File: src/rtl/core/bf_pkg.sv
// ----------------------------------------------------------------------------
// bf_pkg
// Shared types and constants for the Blowfish block encryption core.
// ----------------------------------------------------------------------------
package bf_pkg;

    // Field widths
    localparam int WORD_W = 32;
    localparam int IDX_W  = 10;
    localparam int REQ_W  = 2;
    localparam int BYTE_W = 8;

    // S-box geometry: four boxes of 256 words
    localparam int NUM_BOXES  = 4;
    localparam int BOX_DEPTH  = 256;
    localparam int BOX_SEL_W  = 2;

    // Default round count
    localparam int ROUNDS_DEF = 16;

    // Request codes
    localparam logic [REQ_W-1:0] REQ_LOAD_P  = 2'd0;
    localparam logic [REQ_W-1:0] REQ_LOAD_S  = 2'd1;
    localparam logic [REQ_W-1:0] REQ_ENCRYPT = 2'd2;

    // Commands from the controller to the datapath
    typedef struct packed {
        logic load_p;   // write a P-array word
        logic load_s;   // write an S-box word
        logic start;    // take in a plaintext block, apply P[0]
        logic step;     // run one non-final round
        logic finish;   // run the final round, whiten, load output
    } bf_cmd_t;

endpackage

File: src/rtl/core/bf_ctrl.sv
// ----------------------------------------------------------------------------
// bf_ctrl
// Controller: handshakes, round counter and output valid for the core.
// ----------------------------------------------------------------------------
module bf_ctrl #(
    parameter int ROUNDS = bf_pkg::ROUNDS_DEF,
    parameter int CNT_W  = $clog2(ROUNDS)
) (
    input  logic                     aclk,
    input  logic                     aresetn,
    input  logic                     s_valid,
    output logic                     s_ready,
    input  logic [bf_pkg::REQ_W-1:0] s_req_type,
    output logic                     m_valid,
    input  logic                     m_ready,
    output bf_pkg::bf_cmd_t          cmd,
    output logic [CNT_W-1:0]         rnd_cnt
);
    import bf_pkg::*;

    localparam logic ST_IDLE  = 1'b0;
    localparam logic ST_ROUND = 1'b1;
    localparam logic [CNT_W-1:0] LAST_RND = CNT_W'(ROUNDS - 1);

    logic             state_reg, state_next;
    logic [CNT_W-1:0] cnt_reg, cnt_next;
    logic             m_valid_reg, m_valid_next;
    logic             s_acc;
    logic             out_free;

    assign s_ready  = (state_reg == ST_IDLE);
    assign s_acc    = s_valid && s_ready;
    assign out_free = !m_valid_reg || m_ready;
    assign m_valid  = m_valid_reg;
    assign rnd_cnt  = cnt_reg;

    // Next-state and command decode
    always_comb begin
        state_next = state_reg;
        cnt_next   = cnt_reg;
        cmd        = '0;
        case (state_reg)
            ST_IDLE: begin
                if (s_acc) begin
                    cmd.load_p = (s_req_type == REQ_LOAD_P);
                    cmd.load_s = (s_req_type == REQ_LOAD_S);
                    if (s_req_type == REQ_ENCRYPT) begin
                        cmd.start  = 1'b1;
                        cnt_next   = '0;
                        state_next = ST_ROUND;
                    end
                end
            end
            ST_ROUND: begin
                if (cnt_reg != LAST_RND) begin
                    cmd.step = 1'b1;
                    cnt_next = cnt_reg + CNT_W'(1);
                end else if (out_free) begin
                    // final round waits here while the output word is held
                    cmd.finish = 1'b1;
                    state_next = ST_IDLE;
                end
            end
            default: begin
                state_next = ST_IDLE;
            end
        endcase
    end

    // Output valid: set on finish, cleared when taken
    always_comb begin
        m_valid_next = m_valid_reg;
        if (cmd.finish) begin
            m_valid_next = 1'b1;
        end else if (m_ready) begin
            m_valid_next = 1'b0;
        end
    end

    always_ff @(posedge aclk) begin
        if (!aresetn) begin
            state_reg   <= ST_IDLE;
            cnt_reg     <= '0;
            m_valid_reg <= 1'b0;
        end else begin
            state_reg   <= state_next;
            cnt_reg     <= cnt_next;
            m_valid_reg <= m_valid_next;
        end
    end

endmodule

File: config.mk
export PLATFORM = sky130hd
export DESIGN_NAME = bf_ctrl
export DESIGN_NICKNAME = d
export VERILOG_FILES = /design/src/rtl/core/bf_pkg.sv /design/src/rtl/core/bf_ctrl.sv
export SDC_FILE = /design/constraint.sdc
export NUM_CORES = 1
export LEC_CHECK = 0
export BUFFER_PORTS_ARGS = -buffer_cell sky130_fd_sc_hd__buf_4
export CAP_MARGIN = 5
export CELL_PAD_IN_SITES_DETAIL_PLACEMENT = 1
export CELL_PAD_IN_SITES_GLOBAL_PLACEMENT = 2
export CORE_UTILIZATION = 22
export DETAILED_ROUTE_END_ITERATION = 16
export GPL_TIMING_DRIVEN = 0
export PLACE_DENSITY = 0.73
export SLEW_MARGIN = 10
export SYNTH_ARGS = -nofsm -noshare
export SYNTH_HDL_FRONTEND = slang
export SYNTH_SLANG_ARGS = --single-unit
File: constraint.sdc
create_clock -name aclk -period 1.3 [get_ports aclk]
set_input_delay 0.065 -clock aclk [delete_from_list [all_inputs] [get_ports aclk]]
set_output_delay 0.065 -clock aclk [all_outputs]
set_load 0.02 [all_outputs]
### Word-level counts from Yosys, hierarchy flattened

Index checks and enable logic that the tools add are counted.

* output and inout port bits: 11
* bits in registers: 6
* input port bits: 6

* bitwise logic cells: 1
* mux-type cells: 17
* eq/ne operators: 6
* reductions and logical operators: 6
* $add $sub $neg: 1

Operator list (number)
* 4-bit two-way mux: 3
* 1-bit two-way mux: 9
* 4-bit case mux with 2 select lines: 1
* 3-bit two-way mux: 2
* 2-bit by 1-bit inequality test with 1-bit output (second input constant): 3
* 4-bit by 1-bit adder with 4-bit output (second input constant): 1
* 4-bit inequality test (second input constant): 1
* 3-bit AND reduction: 1
* 2-bit by 1-bit equality test with 1-bit output (second input constant): 1
* 2-bit equality test (second input constant): 1
* 2-bit logical NOT: 1
* 2-bit two-way mux: 1
* 1-bit case mux with 2 select lines: 1
* 2-bit nonzero test: 1
* 1-bit logical AND: 1
* 1-bit logical NOT: 1
* 1-bit logical OR: 1
* 1-bit NOT: 1

### Longest topological paths before layout

Gate-level depths: netlist (run 1).

* depth after elaboration: 6
* depth in mapped cells: 4
* mapped depth without buffers: 4

### Least setup slack after synthesis (run 1)

Ideal clock, no wire load.

* kind: reg-to-reg
* start: register cnt_reg[0], in the netlist rnd_cnt[0]
* end: register state_reg
* period minus slack after synthesis: 1.421 ns
* path buffers: 0
* data arrival time: 1.301 ns
* setup time: 0.120 ns
* stages on the path, launching flop included: 5
* slack: -0.121 ns
* data required time: 1.180 ns
* cell sequence: dfxtp_1 > ha_1 > nand3_2 > and2_4 > o31a_1

* cells in the longest elaborated chain, start to end: 3

RTL lines
* from (decl): line bf_ctrl.sv:26 `logic [CNT_W-1:0] cnt_reg, cnt_next;`
* from (signal assigned): line bf_ctrl.sv:87 `cnt_reg <= cnt_next;`
* 4-bit inequality test: line bf_ctrl.sv:55 `if (cnt_reg != LAST_RND) begin`
* 1-bit two-way mux: line bf_ctrl.sv:55
* 1-bit case mux with 2 select lines: line bf_ctrl.sv:42 `case (state_reg)`
* to (signal assigned): line bf_ctrl.sv:86 `state_reg <= state_next;`
* to (decl): line bf_ctrl.sv:25 `logic state_reg, state_next;`

No other way between the ends.
A chain may end at the register's enable or synchronous reset.

==> impl_metrics.toml, run 1 <==
[grt]
overflow = 0
first_global_vias = 365
antenna_found_initial = 0
grt_max_degree = 9
groute.usage.overall_pct = 12.1
grt_pass1_wl_um = 1570

[timing]
setup_viol = 0
finalHoldViolations = 0
finalCritPeriodShare_pct = 96.9
fin_crit_ns = 1.26
fin_skew_ns = 0.00420
worstMarginPinSlew_ns = 0.211
fin_setup_tns_ns = 0
hold_slack_ns = 0.101
drv_slew = 0
setup_ws_ns = 0.0402
relSlewSlack_pct = 85.7
rsz0062_at_grt = "true"
max_freq_mhz = 794

[critical_path]
crit_required_ns = 1.24
worstSetupPathType = "reg -> out"
path_max_fanout = 4
r2r_slack_ns = 0.11
crit_path_start_kind = "flop"
crit_arrival_ns = 1.19
worstSetupEndpointType = "output port"

[clock_tree]
clk_latency_ns = 0.25
clockBufferDepth = 2
clock_sinks = 6
numCtsBuffers = 3
htreeDepth = 1
path_clk_slew_ns = 0.05
cts_root_buf = "clkbuf_4"
tritoncts = "yes"

[power_and_ir_drop]
peakVddDrop_uv = 349
p_sw_w = 0.000115
p_comb_share_pct = 18.0
leakage_nw = 0.255
clkPwrFrac_pct = 39.5
pwr-share-seq_pct = 42.4
p_int_w = 0.000334
swShare_pct = 25.6
power.density_nw_per_um2 = 782
power.total_w = 0.000448

[run_status]
status = "completed"

[floorplan]
num_rows = 13
start_util_pct = 25.1
die_x_um = 41.5
core_area_um2 = 1370
ios = 17
dieArea_um2 = 1720
die_y_um = 41.5

[detailed_routing]
drc = 0
drt_first_pass_iters = 3
drt_wl_total_um = 936
drt_iter0_markers = 3
viasPerCell = 4.91
ant_nets = 0
wl_per_cell_um = 12.3
vias = 373

[cells_and_area]
largest_reg_flops = 4
fin_cells = 76
fill_cells = 173
layout_commonest_cell = "buf_4"
final_net_count = 70
most-common-layout-cells = "20 x buf_4, 3 x inv_1, 3 x nand3_1, 3 x clkbuf_4"
syn_to_final_growth_pct = 67.2
post_route_cells_drive_above_1_share_pct = 54.1
diodes = 0

[placed_design]
place_inst = 69
post-place-ws_ns = 0.0348
numPortBuffers = 16
gp_congestion = 0.640

[synth]
synth_top_area_cell = "dfxtp_1"
synth_area_um2 = 343
synth_cell_types = 25
synth_flop_cell = "dfxtp_1"
synth.area.top_cells = "dfxtp_1 35%, nand3_1 4.4%, ha_1 3.6%"
syn_area_per_cell_um2 = 9.02
synth_edf_count = 0
synth-seq-cells = 6
ys_seq_area_share_pct = 35.0
synth.top_cell.area_share_pct = 35.0
synth_async_sr_flop_share_pct = 0
yosysWarnings = 0
syn_nets = 45
syn_inst = 38

[flow_run]
cap_violations = 0

[hold_path]
min-delay-path-class = "in -> reg"
cells in the mapped netlist (2+ instances only):
library cell	instances
inv_1	3
nand2b_1	2
nand3_1	3
o21ai_0	2
nand4_1	2
nor2b_1	2
dfxtp_1	6
layout make-up:
| type | count | area [um^2] | area share, % |
|---|---|---|---|
| plain buffers | 1 | 11.3 | 1.97 |
| inverters | 3 | 11.3 | 1.97 |
| multi-input cells | 27 | 218 | 38.0 |
| clock buffers | 3 | 22.5 | 3.93 |
| well taps | 15 | 18.8 | 3.28 |
| flip-flops and latches | 6 | 130 | 22.7 |
| repair buffers | 21 | 161 | 28.2 |
power groups by stage:
stage | clock [W] | combinational (W) | sequential, W
finish | 0.000177 | 0.0000808 | 0.000190
global route | 0.000189 | 0.0000889 | 0.000191
CTS | 0.000182 | 0.0000814 | 0.000190
detailed placement | 0 | 0.0000692 | 0.000196
global placement | 0 | 0.0000697 | 0.000197
floorplan | 0 | 0.0000319 | 0.000198
worst paths after layout:
path              start         end  depth (start not counted)
max          rnd_cnt[0]      cmd[1]                          4
min             aresetn  rnd_cnt[3]                          2
max reg2reg  rnd_cnt[0]   state_reg                          4
min reg2reg     m_valid     m_valid                          2
metrics by stage:
step | util, % | cell area [um^2]
floorplan | - | 354
global placement | 36.1 | 493
detailed placement | 36.1 | 493
CTS | 41.8 | 571
global route | 41.9 | 573
finish | 41.9 | 573
what timing repair did:
item                                    CTS  global route
buffers inserted                          4             1
gates cloned                              0             0
hold buffers                              0             0
gates resized for setup                   6             2
endpoints found under the setup margin    2             4
pin swaps                                 2             1
routing by layer:
metal	global-route usage (%)	part of all wire (%)
met1	15.9	47
met2	15.9	43
met4	9.68	2.5
met5	0	0
met3	3.48	7.1
kinds of logic after synthesis:
| logic type | after synthesis | share of synthesized area (%) |
|---|---|---|
| AO/OA/AOI/OAI | 7 | 14.6 |
| XOR/XNOR | 1 | 2.56 |
| adder cells (fa/ha/maj) | 1 | 3.65 |
| buffers and inverters | 5 | 6.93 |
| flip-flops | 6 | 35.0 |
| multiplexers | 1 | 2.92 |
| AND/OR/NAND/NOR | 17 | 34.3 |
critical path: stages, from the launching register on:
cell     delay (ns)
dfxtp_4        0.36
ha_4           0.14
nand3_2        0.10
and2_4         0.19
buf_4          0.15
Power figures use the tool's default switching activity.
==> inputs of run 2 (changes only) <==
--- a/config.mk
+++ b/config.mk
@@ -11,7 +11,6 @@
 export CELL_PAD_IN_SITES_GLOBAL_PLACEMENT = 2
 export CORE_UTILIZATION = 22
 export DETAILED_ROUTE_END_ITERATION = 16
-export GPL_TIMING_DRIVEN = 0
 export PLACE_DENSITY = 0.73
 export SLEW_MARGIN = 10
 export SYNTH_ARGS = -nofsm -noshare
==> run 2 against run 1 <==
Net effect: cell count grew 1.3%; utilization increased by 0.27 points; count of clock-buffer cells in the layout stayed put; hold slack got worse by 0.0067 ns; sequential power about the same; largest power group unchanged; highest routed layer unchanged.
==> impl_metrics.toml, run 2 (synthesis results as in run 1) <==
[detailed_routing]
top_layer_used = "met4"
drt_first_pass_iters = 3
wl_per_cell_um = 12.7
ant_nets = 0
viasPerCell = 4.92
drt_wl_total_um = 979
drc = 0
vias = 379
met2_length_um = 472
wl_met3_um = 76
m1WireLength_um = 418
drt_iter0_markers = 2

[grt]
overflow = 0
antenna_found_initial = 0
first_global_vias = 377
grt_max_degree = 9
grt_pass1_wl_um = 1660
groute.usage.overall_pct = 12.8

[cells_and_area]
final_net_count = 71
fin_cells = 77
most-common-layout-cells = "22 x buf_4, 3 x inv_1, 3 x nand3_1, 3 x clkbuf_4"
diodes = 0
post-route-util_pct = 42.2
post_route_cells_drive_above_1_share_pct = 54.8
syn_to_final_growth_pct = 68.2
layout_commonest_cell = "buf_4"
largest_reg_flops = 4

[flow_run]
cap_violations = 0

[timing]
finalCritPeriodShare_pct = 95.6
fin_skew_ns = 0.00250
setup_viol = 0
rsz0062_at_grt = "true"
max_freq_mhz = 804
drv_slew = 0
finalHoldViolations = 0
relSlewSlack_pct = 83.1
fin_crit_ns = 1.24
worstMarginPinSlew_ns = 0.250
hold_slack_ns = 0.0945

[floorplan]
start_util_pct = 25.1
die_x_um = 41.5
num_rows = 13
die_y_um = 41.5
core_area_um2 = 1370
ios = 17
dieArea_um2 = 1720

[placed_design]
numPortBuffers = 16
hpwl_um = 707
place_inst = 71
gp_congestion = 0.687

[critical_path]
crit_path_start_kind = "flop"
path_max_fanout = 4
worstSetupEndpointType = "output port"
worstSetupPathType = "reg -> out"
crit_arrival_ns = 1.18
crit_required_ns = 1.24

[clock_tree]
clockBufferDepth = 2
numCtsBuffers = 3
postCtsHoldBufs = 0
tritoncts = "yes"
cts_root_buf = "clkbuf_4"
clk_latency_ns = 0.24
htreeDepth = 1
path_clk_slew_ns = 0.04
clock_sinks = 6

[power_and_ir_drop]
p_comb_share_pct = 18.4
p_int_w = 0.000335
p_sw_w = 0.000110
power.density_nw_per_um2 = 770
clkPwrFrac_pct = 38.6
peakVddDrop_uv = 403
pwr-share-seq_pct = 43.0
leakage_nw = 0.258
swShare_pct = 24.7

[run_status]
status = "completed"

[hold_path]
min-delay-path-class = "in -> reg"
run 2: power groups by stage:
stage,Combinational [W],Sequential (W),Clock [W]
after floorplan,0.0000319,0.000198,0
after global placement,0.0000752,0.000196,0
after detailed placement,0.0000753,0.000196,0
after CTS,0.0000764,0.000194,0.000184
after global routing,0.0000885,0.000191,0.000198
final,0.0000820,0.000191,0.000171
run 2: final timing paths:
check / from / slack [ns] / depth (start not counted) / to
worst min register to register: rnd_cnt[1] / 0.53 / 2 / rnd_cnt[1]
worst max-delay path: rnd_cnt[1] / 0.06 / 4 / cmd[1]
worst max register to register: rnd_cnt[1] / 0.14 / 4 / state_reg
worst min-delay path: aresetn / 0.09 / 2 / rnd_cnt[3]
run 2: what timing repair did:
item                                    CTS  global route
pin swaps                                 0             3
resized for setup                         2             4
endpoints found under the setup margin    2             2
setup buffers                             0             3
run 2: metrics by stage:
step	cell area, um^2	worst slack, ns	setup TNS [ns]	power [W]
6_report	577	0.0568	0	0.000444
5_1_grt	577	-0.0164	-0.0164	0.000478
4_1_cts	544	0.0141	0	0.000454
3_5_place_dp	510	0.0659	0	0.000271
3_3_place_gp	510	0.0952	0	0.000271
2_1_floorplan	354	-0.00716	-0.00716	0.000230
run 2: final cells by class:
type                       count  area [um^2]
inverter                       3         11.3
timing repair buffer          23          176
clock buffer                   3         22.5
fill                         169          790
tap                           15         18.8
sequential                     6          130
multi-input combinational     27          218
run 2: layer usage:
metal  vias to the layer above  global-route usage [%]
met5                         -                       0
li1                        188                       -
met2                        15                    19.7
met3                         2                    6.09
met4                         0                    7.74
met1                       174                    14.1
run 2: worst max-delay path, stage by stage, from the launching register on:
cell and delay, ns:
dfxtp_4 0.37, ha_4 0.14, nand3_2 0.11, and2_4 0.17, buf_4 0.15
==> inputs of run 3 (changes only) <==
--- a/config.mk
+++ b/config.mk
@@ -5,13 +5,14 @@
 export SDC_FILE = /design/constraint.sdc
 export NUM_CORES = 1
 export LEC_CHECK = 0
+export ABC_AREA = 1
 export BUFFER_PORTS_ARGS = -buffer_cell sky130_fd_sc_hd__buf_4
 export CAP_MARGIN = 5
 export CELL_PAD_IN_SITES_DETAIL_PLACEMENT = 1
 export CELL_PAD_IN_SITES_GLOBAL_PLACEMENT = 2
-export CORE_UTILIZATION = 22
+export CORE_UTILIZATION = 21
 export DETAILED_ROUTE_END_ITERATION = 16
-export PLACE_DENSITY = 0.73
+export PLACE_DENSITY = 0.74
 export SLEW_MARGIN = 10
 export SYNTH_ARGS = -nofsm -noshare
 export SYNTH_HDL_FRONTEND = slang
==> run 3 against run 2 <==
Net effect: die area up 16%; first-iteration DRC count unchanged; via count up 11%; sequential power up 7%; utilization down 7.7 points; power up 14%; setup slack worse by 0.025 ns; synthesized cell count up 53%; clock power up 8%; global-route usage down 1.7 points; critical path type unchanged; highest routed layer unchanged.
==> impl_metrics.toml, run 3 <==
[run_status]
status = "completed"

[cells_and_area]
syn_to_final_growth_pct = 55.9
most-common-layout-cells = "20 x buf_4, 16 x nand2_1, 10 x nor2_1, 9 x inv_1, 4 x dfxtp_2"
largest_reg_flops = 4
layout_commonest_cell = "buf_4"
post_route_cells_drive_above_1_share_pct = 45.6
final_net_count = 88
diodes = 0
post-route-util_pct = 34.6

[timing]
fin_setup_tns_ns = 0
worstMarginPinSlew_ns = 0.206
setup_viol = 0
drv_slew = 0
rsz0062_at_grt = "true"
finalCritPeriodShare_pct = 97.5
fin_crit_ns = 1.27
max_freq_mhz = 789
finalHoldViolations = 0
fin_skew_ns = 0.000588
hold_slack_ns = 0.0603
relSlewSlack_pct = 86.3

[floorplan]
die_x_um = 44.7
ios = 17
start_util_pct = 22.2
dieArea_um2 = 2000
core_area_um2 = 1730
die_y_um = 44.7
num_rows = 15

[critical_path]
crit_required_ns = 1.24
r2r_slack_ns = 0.22
crit_path_cell_trace = "ha_4 > nand3_4 > inv_2 > o21ai_2 > nor2_1 > buf_4"
path_max_fanout = 3
cp_num_buf_inv = 2
crit_path_start_kind = "flop"
r2r-start = "rnd_cnt[0]"
worstRegToRegCells = 6
worstSetupEndpointType = "output port"
crit_arrival_ns = 1.20
r2r-end = "rnd_cnt[2]"
critPathTopFamily = "flip-flops"
max_stage_delay_ns = 0.35
critPathSlowestCell = "dfxtp_2"
worstSetupPathType = "reg -> out"

[power_and_ir_drop]
swShare_pct = 30.6
pwr-share-seq_pct = 40.2
power.density_nw_per_um2 = 849
p_sw_w = 0.000155
clkPwrFrac_pct = 36.5
p_comb_share_pct = 23.3
p_int_w = 0.000351
peakVddDrop_uv = 432
leakage_nw = 0.300

[clock_tree]
clock_sinks = 6
postCtsHoldBufs = 0
tritoncts = "yes"
cts_root_buf = "clkbuf_4"
htreeDepth = 1
path_clk_slew_ns = 0.05
numCtsBuffers = 3
clockBufferDepth = 2
clk_latency_ns = 0.25

[synth]
synthTopCellsByCount = "16 x nand2_1, 10 x inv_1, 10 x nor2_1, 6 x dfxtp_1"
syn_area_per_cell_um2 = 6.60
synth_flop_cell = "dfxtp_1"
yosysWarnings = 0
syn_nets = 65
synth.area.top_cells = "dfxtp_1 31%, nand2_1 16%, inv_1 9.8%"
synth_cell_types = 17
synth.top_cell.area_share_pct = 31.4
synth_area_um2 = 383
synth_top_area_cell = "dfxtp_1"
synth_async_sr_flop_share_pct = 0
synth-seq-cells = 6
ys_seq_area_share_pct = 31.4
synthMostInstantiatedCell = "nand2_1"
synth_edf_count = 0
syn_inst = 58

[detailed_routing]
drc = 0
drt_iter0_markers = 2
drt_wl_total_um = 1030
vias = 421
drt_first_pass_iters = 2
viasPerCell = 4.05
wl_per_cell_um = 9.88
ant_nets = 0

[placed_design]
gp_congestion = 0.748
hpwl_um = 750
numPortBuffers = 16

[hold_path]
min-delay-path-class = "in -> reg"
whs_endpoint = "m_valid"
holdPathStages = 3
holdCritStartpoint = "aresetn"

[flow_run]
cap_violations = 0

[grt]
grt_pass1_wl_um = 1470
groute.usage.overall_pct = 11.0
antenna_found_initial = 0
overflow = 0
grt_max_degree = 9
first_global_vias = 371
run 3: power by group through the flow:
| stage | clock network (W) | logic, W | registers, W |
|---|---|---|---|
| 6_report | 0.000185 | 0.000118 | 0.000204 |
| 5_1_grt | 0.000198 | 0.000129 | 0.000205 |
| 4_1_cts | 0.000194 | 0.000118 | 0.000203 |
| 2_1_floorplan | 0 | 0.0000616 | 0.000208 |
| 3_5_place_dp | 0 | 0.000115 | 0.000203 |
| 3_3_place_gp | 0 | 0.000114 | 0.000203 |
run 3: worst max path at each step:
stage	start	to	slack (ns)	cells after the start
after detailed placement	rnd_cnt[0]	rnd_cnt[3]	0.15	6
after CTS	state_reg	cmd[4]	0.002	4
final	rnd_cnt[0]	cmd[0]	0.03	6
after global placement	rnd_cnt[0]	rnd_cnt[2]	0.15	6
after global routing	rnd_cnt[0]	cmd[0]	-0.04	6
after floorplan	rnd_cnt[1]	rnd_cnt[2]	0.03	6
run 3: per-stage QoR:
stage          power, W  std cells  setup slack, ns  instance area (um^2)
2_1_floorplan  0.000269         58           0.0285                   383
3_3_place_gp   0.000318         99            0.153                   531
3_5_place_dp   0.000318         99            0.151                   531
4_1_cts        0.000515        104          0.00228                   583
5_1_grt        0.000531        104          -0.0449                   597
6_report       0.000507        104           0.0319                   597
run 3: repair_timing:
action                     in CTS  in global routing
setup endpoints to repair       1                  2
gates resized for setup         4                  5
setup buffers                   2                  0
pin swaps                       1                  2
run 3: worst register-to-register path, stage by stage (launching register included):
cell and delay (ns):
dfxtp_2 0.35, ha_4 0.16, nand3_4 0.09, nand2_2 0.10, nand2_4 0.09, a21oi_1 0.14, nor2_1 0.05
run 3: area by class of cell:
| cell class | instances | area [um^2] |
|---|---|---|
| clock buffers | 3 | 22.5 |
| well taps | 25 | 31.3 |
| fillers | 233 | 1130 |
| repair buffers | 20 | 150 |
| flip-flops and latches | 6 | 125 |
| inverters | 10 | 37.5 |
| multi-input cells | 40 | 230 |
run 3: cells by family after synthesis:
group,count (synthesis),share of synthesized area [%]
compound gates,5,7.52
flops,6,31.4
buf+inv,12,14.7
simple gates,34,43.1
fa+ha+maj,1,3.27
run 3: metal layers:
metal | wire length (um) | up-vias | GRT usage [%]
met1 | 428 | 188 | 11.1
li1 | - | 216 | -
met4 | 31 | 0 | 9.09
met5 | 0 | - | 0
met3 | 60 | 3 | 3.60
met2 | 509 | 14 | 18.5
